<file path="src/hdl/pbbf_pkg.sv">
// ============================================================================
// pbbf_pkg
// Shared types and constants for the pixel bounding box finder.
// ============================================================================
`default_nettype none

package pbbf_pkg;

  // largest frame dimension and derived widths
  localparam int MAX_DIM = 4096;
  localparam int POS_W   = $clog2(MAX_DIM);
  localparam int DIM_W   = POS_W + 1;

  // fixed port widths
  localparam int PIXEL_W   = 32;
  localparam int CFG_IDX_W = 2;
  localparam int CFG_W     = 13;

  // match mode codes
  typedef enum logic [1:0] {
    MODE_ALPHA_NONZERO = 2'd0,
    MODE_ANY_NONZERO   = 2'd1,
    MODE_DIFFERS       = 2'd2,
    MODE_UNUSED        = 2'd3
  } match_mode_t;

  // register indexes
  typedef enum logic [CFG_IDX_W-1:0] {
    REG_MATCH_MODE   = 2'd0,
    REG_FRAME_WIDTH  = 2'd1,
    REG_FRAME_HEIGHT = 2'd2,
    REG_NONE         = 2'd3
  } reg_index_t;

  localparam logic [CFG_W-1:0] DIM_RESET = CFG_W'(MAX_DIM);

  // clamp a configured size into 1..MAX_DIM
  function automatic logic [DIM_W-1:0] eff_dim(input logic [CFG_W-1:0] v);
    logic [DIM_W-1:0] r;
    if (v == '0) begin
      r = DIM_W'(1);
    end else if (v > CFG_W'(MAX_DIM)) begin
      r = DIM_W'(MAX_DIM);
    end else begin
      r = DIM_W'(v);
    end
    return r;
  endfunction

endpackage

`default_nettype wire

</file>
<file path="src/hdl/pixel_bounding_box_finder.sv">
// ============================================================================
// pixel_bounding_box_finder
// Bounding rectangle of qualifying pixels over one raster-order frame.
// ============================================================================
// Takes one ARGB pixel word per cycle together with its base-frame pixel and
// tracks the smallest and largest column and row of pixels that qualify under
// match_mode (alpha nonzero, any byte nonzero, or differs from base). Each
// word is folded into the running bounds in the cycle it is accepted, so the
// sustained rate is one word per clock; the single result register is the
// only thing that can stall the input, and only on a frame's last pixel while
// the previous rectangle has not yet been taken. The rectangle appears in the
// cycle after the last pixel of the frame is accepted; found=0 with all-zero
// fields means no pixel qualified. Sizes of 0 act as 1 and sizes above 4096
// act as 4096. Write configuration only while the block is idle.
`default_nettype none

module pixel_bounding_box_finder (
  input  wire logic                          clk,
  input  wire logic                          rst,
  // configuration
  input  wire logic                          cfg_write,
  input  wire logic [pbbf_pkg::CFG_IDX_W-1:0] cfg_index,
  input  wire logic [pbbf_pkg::CFG_W-1:0]     cfg_data,
  // pixel input
  input  wire logic                          in_valid,
  output logic                               in_ready,
  input  wire logic [pbbf_pkg::PIXEL_W-1:0]   pixel_word,
  input  wire logic [pbbf_pkg::PIXEL_W-1:0]   base_pixel,
  // rectangle output
  output logic                               out_valid,
  input  wire logic                          out_ready,
  output logic                               found,
  output logic [pbbf_pkg::POS_W-1:0]          rect_left,
  output logic [pbbf_pkg::POS_W-1:0]          rect_top,
  output logic [pbbf_pkg::DIM_W-1:0]          rect_width,
  output logic [pbbf_pkg::DIM_W-1:0]          rect_height
);

  import pbbf_pkg::*;

  // configuration registers
  match_mode_t      match_mode;
  logic [CFG_W-1:0] frame_width;
  logic [CFG_W-1:0] frame_height;

  // frame tracking state
  logic [POS_W-1:0] column_position;
  logic [POS_W-1:0] row_position;
  logic [POS_W-1:0] min_column;
  logic [POS_W-1:0] max_column;
  logic [POS_W-1:0] min_row;
  logic [POS_W-1:0] max_row;
  logic             any_hit;

  logic [POS_W-1:0] min_column_next;
  logic [POS_W-1:0] max_column_next;
  logic [POS_W-1:0] min_row_next;
  logic [POS_W-1:0] max_row_next;

  logic [DIM_W-1:0] width_eff;
  logic [DIM_W-1:0] height_eff;
  logic             row_end;
  logic             frame_end;
  logic             qualify;
  logic             same_color;
  logic             accept;

  // configuration writes
  always_ff @(posedge clk) begin
    if (rst) begin
      match_mode   <= MODE_ALPHA_NONZERO;
      frame_width  <= DIM_RESET;
      frame_height <= DIM_RESET;
    end else if (cfg_write) begin
      unique case (reg_index_t'(cfg_index))
        REG_MATCH_MODE:   match_mode   <= match_mode_t'(cfg_data[1:0]);
        REG_FRAME_WIDTH:  frame_width  <= cfg_data;
        REG_FRAME_HEIGHT: frame_height <= cfg_data;
        default: ;
      endcase
    end
  end

  // effective sizes and end of row / frame
  assign width_eff  = eff_dim(frame_width);
  assign height_eff = eff_dim(frame_height);
  assign row_end    = !((DIM_W'(column_position) + DIM_W'(1)) < width_eff);
  assign frame_end  = row_end && !((DIM_W'(row_position) + DIM_W'(1)) < height_eff);

  // pixel comparison against the base frame
  always_comb begin
    same_color = 1'b0;
    if (pixel_word[31:24] == base_pixel[31:24]) begin
      same_color = (pixel_word[31:24] == 8'd0) || (pixel_word[23:0] == base_pixel[23:0]);
    end
  end

  // qualification by mode
  always_comb begin
    unique case (match_mode)
      MODE_ALPHA_NONZERO: qualify = (pixel_word[31:24] != 8'd0);
      MODE_ANY_NONZERO:   qualify = (pixel_word != '0);
      MODE_DIFFERS:       qualify = !same_color;
      default:            qualify = 1'b0;
    endcase
  end

  // bounds including the current pixel
  always_comb begin
    min_column_next = min_column;
    max_column_next = max_column;
    min_row_next    = min_row;
    max_row_next    = max_row;
    if (qualify) begin
      if (!any_hit || column_position < min_column) min_column_next = column_position;
      if (!any_hit || column_position > max_column) max_column_next = column_position;
      if (!any_hit || row_position < min_row)       min_row_next    = row_position;
      if (!any_hit || row_position > max_row)       max_row_next    = row_position;
    end
  end

  // only the frame's last pixel needs room in the result register
  assign in_ready = !out_valid || out_ready || !frame_end;
  assign accept   = in_valid && in_ready;

  // position and bounds state
  always_ff @(posedge clk) begin
    if (rst) begin
      column_position <= '0;
      row_position    <= '0;
      min_column      <= '1;
      max_column      <= '0;
      min_row         <= '1;
      max_row         <= '0;
      any_hit         <= 1'b0;
    end else if (accept) begin
      if (frame_end) begin
        column_position <= '0;
        row_position    <= '0;
        min_column      <= '1;
        max_column      <= '0;
        min_row         <= '1;
        max_row         <= '0;
        any_hit         <= 1'b0;
      end else begin
        min_column <= min_column_next;
        max_column <= max_column_next;
        min_row    <= min_row_next;
        max_row    <= max_row_next;
        any_hit    <= any_hit || qualify;
        if (row_end) begin
          column_position <= '0;
          row_position    <= row_position + POS_W'(1);
        end else begin
          column_position <= column_position + POS_W'(1);
        end
      end
    end
  end

  // result word valid flag
  always_ff @(posedge clk) begin
    if (rst) begin
      out_valid <= 1'b0;
    end else if (accept && frame_end) begin
      out_valid <= 1'b1;
    end else if (out_ready) begin
      out_valid <= 1'b0;
    end
  end

  // result word payload
  always_ff @(posedge clk) begin
    if (accept && frame_end) begin
      if (any_hit || qualify) begin
        found       <= 1'b1;
        rect_left   <= min_column_next;
        rect_top    <= min_row_next;
        rect_width  <= DIM_W'(max_column_next) - DIM_W'(min_column_next) + DIM_W'(1);
        rect_height <= DIM_W'(max_row_next) - DIM_W'(min_row_next) + DIM_W'(1);
      end else begin
        found       <= 1'b0;
        rect_left   <= '0;
        rect_top    <= '0;
        rect_width  <= '0;
        rect_height <= '0;
      end
    end
  end

  // a found rectangle is never empty
  assert property (@(posedge clk) disable iff (rst)
    out_valid && found |-> rect_width != '0 && rect_height != '0)
    else $error("found rectangle with zero size");

  // an empty frame reports all-zero fields
  assert property (@(posedge clk) disable iff (rst)
    out_valid && !found |-> rect_left == '0 && rect_top == '0 &&
                            rect_width == '0 && rect_height == '0)
    else $error("empty frame with nonzero fields");

  // input stalls only behind a pending result
  assert property (@(posedge clk) disable iff (rst)
    !in_ready |-> out_valid && !out_ready && frame_end)
    else $error("input stalled without a pending result");

  // bounds sit at their cleared values until the first hit
  assert property (@(posedge clk) disable iff (rst)
    !any_hit |-> min_column == '1 && max_column == '0 &&
                 min_row == '1 && max_row == '0)
    else $error("bounds moved without a qualifying pixel");

  // a frame-ending pixel restarts the position at the origin
  assert property (@(posedge clk) disable iff (rst)
    accept && frame_end |=> column_position == '0 && row_position == '0 && !any_hit)
    else $error("frame state not cleared after last pixel");

endmodule

`default_nettype wire
</file>
<file path="config.mk">
export PLATFORM = sky130hd
export DESIGN_NAME = pixel_bounding_box_finder
export DESIGN_NICKNAME = d
export VERILOG_FILES = /design/src/hdl/pbbf_pkg.sv /design/src/hdl/pixel_bounding_box_finder.sv
export SDC_FILE = /design/constraint.sdc
export NUM_CORES = 1
export LEC_CHECK = 0
export CAP_MARGIN = 20
export CORE_AREA = 5 5 148 150
export CTS_CLUSTER_SIZE = 8
export DETAILED_ROUTE_END_ITERATION = 8
export DIE_AREA = 0 0 153 155
export DONT_BUFFER_PORTS = 1
export GPL_ROUTABILITY_DRIVEN = 0
export SLEW_MARGIN = 10
export SYNTH_ARGS = -nofsm -noshare
export SYNTH_HDL_FRONTEND = slang
export SYNTH_SLANG_ARGS = --single-unit
</file>
<file path="constraint.sdc">
create_clock -name clk -period 5.8 [get_ports clk]
set_clock_uncertainty 0.05 [all_clocks]
set_input_delay 1.16 -clock clk [delete_from_list [all_inputs] [get_ports clk]]
set_output_delay 1.16 -clock clk [all_outputs]
set_load 0.01 [all_outputs]
</file>
## Yosys cells after proc, flatten, opt, wreduce, memory -nomap -nowiden

Index checks and enable logic that the tools add are counted.

- $add $sub $neg: 8
- Magnitude comparators: 8
- Equal/unequal tests: 7
- Mux-type cells: 26
- Reductions and logical operators: 29

Operators with widths:

| cell | count |
|---|---|
| $mux W12 | 16 |
| $mux W13 | 4 |
| $reduce_bool A32 Y1 | 1 |
| $add A12 B1 Y13 const B | 2 |
| $add A13 B1 Y13 const B | 2 |
| $gt A13 B13 Y1 const B | 2 |
| $logic_not A13 Y1 | 2 |
| $lt A13 B13 Y1 | 2 |
| $sub A12 B12 Y13 | 2 |
| $add A12 B1 Y12 const B | 2 |
| $eq A24 B24 Y1 | 1 |
| $gt A12 B12 Y1 | 2 |
| $lt A12 B12 Y1 | 2 |
| $eq A8 B8 Y1 | 1 |
| $logic_not A8 Y1 | 1 |
| $logic_or A1 B1 Y1 | 8 |
| $reduce_and A2 Y1 | 4 |
| $reduce_bool A8 Y1 | 1 |
| $logic_not A1 Y1 | 6 |
| $mux W1 | 5 |
| $eq A2 B1 Y1 const B | 2 |
| $eq A2 B2 Y1 const B | 2 |
| $logic_not A2 Y1 | 2 |
| $logic_and A1 B1 Y1 | 3 |
| other kinds (3) | 3 |

- Bits in registers: 153
- Input port bits: 84
- Output and inout port bits: 53
- Logic and storage cells: 94

## Logic depth before layout (Yosys ltp)

- Depth in word-level cells: 11
- Mapped depth: 23
- Mapped depth without buffers: 22

## Worst setup path after synthesis

No wires, ideal clock.

- Kind: input port to flip-flop
- Start point: input pixel_word[18] (netlist bit)
- End point: register rect_width[12] (netlist bit) (data pin)
- Arrival: 4.980 ns
- Setup slack: 0.504 ns
- Stages on the path: 19
- Buffers on the path: 2
- Cell sequence: nor4_1 and4_1 nand3_1 a311o_1 or2_1 clkbuf_1 nand2_2 buf_2 mux2_2 ha_1 ha_1 a21o_1 a21o_1 a2111oi_0 nor3_1 a41oi_1 a21oi_1 xor2_1 nor2_1

- Cells in the longest elaborated chain, start to end: 8
- Elaborated cells between the ends (all ways): 11

RTL lines:

| element | line | RTL |
|---|---|---|
| start: declaration | pixel_bounding_box_finder.sv:27 | `input wire logic [pbbf_pkg::PIXEL_W-1:0] pixel_word,` |
| $eq A24 B24 Y1 | pixel_bounding_box_finder.sv:94 | `same_color = (pixel_word[31:24] == 8'd0) \|\| (pixel_word[23:0] == base_pixel[23:0]);` |
| $logic_or A1 B1 Y1 | pixel_bounding_box_finder.sv:94 |  |
| $mux W1 | pixel_bounding_box_finder.sv:93 | `if (pixel_word[31:24] == base_pixel[31:24]) begin` |
| $logic_not A1 Y1 | pixel_bounding_box_finder.sv:103 | `MODE_DIFFERS: qualify = !same_color;` |
| $pmux W1 S3 * | pixel_bounding_box_finder.sv:100 | `unique case (match_mode)` |
| $mux W12 | pixel_bounding_box_finder.sv:114 | `if (qualify) begin` |
| $sub A12 B12 Y13 | pixel_bounding_box_finder.sv:179 | `rect_width <= DIM_W'(max_column_next) - DIM_W'(min_column_next) + DIM_W'(1);` |
| $add A13 B1 Y13 | pixel_bounding_box_finder.sv:179 |  |
| end signal: assignment | pixel_bounding_box_finder.sv:179 |  |
| end: declaration | pixel_bounding_box_finder.sv:35 | `output logic [pbbf_pkg::DIM_W-1:0] rect_width,` |

Every way passes the cells marked *; elsewhere a longest branch is shown, timed or not.
A chain may end at the register's enable or synchronous reset.

## Worst setup path after layout

- Start point: input pixel_word[0] (netlist bit)
- End point: register rect_width[12] (netlist bit) (data pin)

- Cells in the longest elaborated chain, start to end: 8
- Elaborated cells between the ends (all ways): 11

RTL lines:

| element | line | RTL |
|---|---|---|
| $eq A24 B24 Y1 | pixel_bounding_box_finder.sv:94 |  |
| $logic_or A1 B1 Y1 | pixel_bounding_box_finder.sv:94 |  |
| $mux W1 | pixel_bounding_box_finder.sv:93 |  |
| $logic_not A1 Y1 | pixel_bounding_box_finder.sv:103 |  |
| $pmux W1 S3 * | pixel_bounding_box_finder.sv:100 |  |
| $mux W12 * | pixel_bounding_box_finder.sv:114 |  |
| named net min_column_next[1] | pixel_bounding_box_finder.sv:55 | `logic [POS_W-1:0] min_column_next;` |
| $sub A12 B12 Y13 * | pixel_bounding_box_finder.sv:179 |  |
| $add A13 B1 Y13 * | pixel_bounding_box_finder.sv:179 |  |

The timed path passes the listed nets; every way through them passes the cells marked *.

==> metrics.md <==
| Metric | Value |
|---|---|
| Run status | completed |
| Proportion of synthesized chip area in sequential cells | 0.3583 |
| Mapped cell area | 9975 sq um |
| Row Count | 53 |
| Crit path required time | 5.92 ns |
| DP HPWL | 17650 um |
| H-tree Lvls | 4 |
| Syn_area_per_cell | 9.348 sq um |
| Min-delay worst type | register to register |
| CTS Buf Count | 17 |
| Setup Viol. Count Final | 0 |
| Peak supply drop | 0.2013 mV |
| # IOs | 137 |
| PwrDens | 228.4 nW/um^2 |
| Slew Limit Fails | 0 |
| Area grow syn2layout | 8.392% |
| First-pass GRT wire length | 37660 um |
| Drt pass-1 iters | 5 |
| Grt ovf | 0 |
| Worst-Skew Late Latency | 0.42 ns |
| Worst reg2reg endpoint | rect_width[12]$_SDFFCE_PN0P_ |
| Final number of hold-violating endpoints | 0 |
| Post-DP Area | 10210 sq um |
| Crit end category | register |
| Vias | 7564 |
| Final WL | 22600 um |
| Clock Sinks | 153 |
| Largest net degree at the start of global routing | 66 |
| Clock transition at path regs | 0.06 ns |
| Critical hold path startpoint | frame_height[0]$_SDFFE_PP0P_ |
| Clk root buf | clkbuf_16 |
| Post-route cell area | 10810 sq um |
| Initial Util | 0.4852 |
| RSZ-0062 raised after global routing | no |
| Filler cell count | 1964 |
| Die Span X | 153 um |
| Most common cell after layout, fill and taps aside | nand2_1 |
| Cts hold-fix bufs | 0 |
| Setup TNS | 0 ns |
| Worst-margin pin slew | 0.8340 ns |
| Critical path type | primary input to register |
| Hold depth | 2 |
| Max Root-Sink Buffers | 2 |
| Register-to-Register Path Depth | 18 |
| Max FO, Critical Path | 6 |
| FMAX | 192.1 MHz |
| DR vias/cell | 5.653 |
| Start point of the critical path | pixel_word[0] |
| Worst slew margin | 0.4428 |
| FF-to-FF Start | column_position[5]$_SDFFE_PP0P_ |
| Routed Antenna Nets | 0 |
| Reg2reg setup slack | 0.83 ns |
| DRC Markers | 0 |
| Post-CTS Setup Repair Bufs | 0 |
| Number of synthesized flops with an enable pin | 51 |
| Layout cells sized above 1 | 0.08749 |
| TritonCTS clock tree | yes |
| Overall Global Routing Usage | 0.1925 |
| Number of DRC markers in iteration 0 | 410 |
| Die height | 155 um |
| Distinct cells, synth | 64 |
| Tightest hold margin | 0.4154 ns |
| Fin nets | 1254 |
| Initial antenna violation count | 0 |
| Post-synthesis async set-or-reset flop share | 0 |
| Most frequent cells in the layout | 123 x nand2_1, 118 x ha_1, 102 x dfxtp_1 |
| Synthesized flop and latch total | 153 |
| N_diodes | 0 |
| Static leakage | 4.817 nW |
| Routed wire per std cell | 16.89 um |
| Gate Count Post-Synth | 1067 |
| Post-layout min period | 5.206 ns |
| Syn nets | 1271 |
| Synth warn | 0 |
| Crit start category | primary input |
| IO Port Bufs | 0 |
| Top FF cell, synth | dfxtp_1 |
| Tcrit/Tclk final | 0.8975 |
| Vias in the first global route | 7576 |
| Max-cap violation count | 0 |
| Worst Hold End | frame_height[0]$_SDFFE_PP0P_ |
| Post-CTS Resized | 0 |
| CP Data Arrival Time | 5.33 ns |
| DIE AREA | 23720 sq um |
| Core ar. | 20560 sq um |
==> synth_stat cells (3+ instances only) <==
library cell  count  area (sq um)
buf_2            15         75.07
a211oi_1          4         30.03
xnor2_1          19         166.4
mux2i_1          30         300.3
nand3_1          13         65.06
nand4_1          13         81.33
edfxtp_1         51          1531
a2111oi_0         3         26.28
a21o_1           25         187.7
o211ai_1         26         195.2
o22ai_1           5         31.28
o2bb2ai_1        20         175.2
mux2_2           23         259.0
nor4_1           20         125.1
nor2_1           66         247.7
ha_1            118          1476
nand2_1         123         461.7
or2_2             5         31.28
nor3_1           14         70.07
dfxtp_1         102          2042
inv_1            63         236.5
a22o_1           15         131.4
buf_4             3         22.52
clkbuf_1         35         131.4
nor2b_1          15         93.84
buf_6             4         45.04
or3_1             3         18.77
nand3b_1          4         30.03
o21ai_0          17         85.08
nand2b_1         14         87.58
and3_1           22         137.6
a211o_1          12         105.1
a21oi_1          59         295.3
and2_1            4         25.02
nor4b_1          12         105.1
xor2_1           45         394.1
a31oi_1           9         56.30
==> cell families after synthesis <==
kind of cell / after synthesis / synth area share
xor+xnor: 64 / 0.05620
compound gates: 222 / 0.1624
mux: 53 / 0.05607
flops: 153 / 0.3583
simple gates: 335 / 0.1638
buf+inv: 120 / 0.05118
fa+ha+maj: 120 / 0.1520
==> registers in the layout, indices dropped and copies added (netlist names), 2 cells and up <==
name / cells
max_row: 12
frame_height: 13
frame_width: 13
column_position: 12
rect_top: 12
rect_height: 13
min_row: 12
row_position: 12
rect_left: 12
match_mode: 2
max_column: 12
rect_width: 13
min_column: 12
==> routing by layer <==
metal	vias to the layer above	part of all wire	global-route usage
met1	3512	0.48	0.2598
li1	3818	-	-
met4	0	0.012	0.04964
met5	-	0	0
met2	213	0.45	0.3092
met3	21	0.062	0.05090
==> through the flow <==
step / instances / power, mW / util / setup slack, ns
5_1_grt: 1338 / 2.575 / 0.5259 / 0.2719
3_5_place_dp: 1305 / 1.387 / 0.4969 / 0.1704
2_1_floorplan: 1067 / 1.346 / - / 0.5042
4_1_cts: 1337 / 2.494 / 0.5254 / 0.5993
6_report: 1338 / 2.469 / 0.5259 / 0.5944
3_3_place_gp: 1305 / 1.384 / 0.4969 / 0.2921
==> worst max path at each step <==
stage | endpoint | slack (ns) | depth (start not counted)
final | rect_width[12]$_SDFFCE_PN0P_ | 0.59 | 18
after global routing | rect_height[12]$_SDFFCE_PN0P_ | 0.27 | 17
after CTS | rect_height[11]$_SDFFCE_PN0P_ | 0.60 | 18
after detailed placement | rect_height[11]$_SDFFCE_PN0P_ | 0.17 | 18
after global placement | rect_height[11]$_SDFFCE_PN0P_ | 0.29 | 18
after floorplan | rect_width[12]$_SDFFCE_PN0P_ | 0.50 | 19
==> critical path: stages <==
cell and delay (ns):
nor4_1 0.33, and4_1 0.24, nand3_1 0.08, a311o_1 0.44, or2_1 0.38, o21a_1 0.26, mux2_2 0.33, ha_1 0.29
inv_1 0.04, ha_1 0.19, a21o_1 0.18, a21o_1 0.21, a2111oi_0 0.43, nor3_1 0.14, a41oi_1 0.30, a21oi_1 0.13
xor2_1 0.15, nor2_1 0.05
==> cell type report <==
| class | instances | area, sq um | area share |
|---|---|---|---|
| clock buffers | 19 | 442.9 | 0.04097 |
| clock inverters | 13 | 142.6 | 0.01319 |
| inverters | 63 | 236.5 | 0.02187 |
| multi-input cells | 794 | 5898 | 0.5455 |
| flip-flops and latches | 153 | 3573 | 0.3305 |
| well taps | 275 | 344.1 | 0.03183 |
| repair buffers | 21 | 173.9 | 0.01609 |
==> where the power goes <==
| part | total, mW | switching [mW] | internal (mW) |
|---|---|---|---|
| clock | 1.11 | 0.459 | 0.648 |
| combinational | 0.213 | 0.118 | 0.0949 |
| sequential | 1.15 | 0.0199 | 1.13 |
Note: power is estimated with default switching activity, not from simulation.
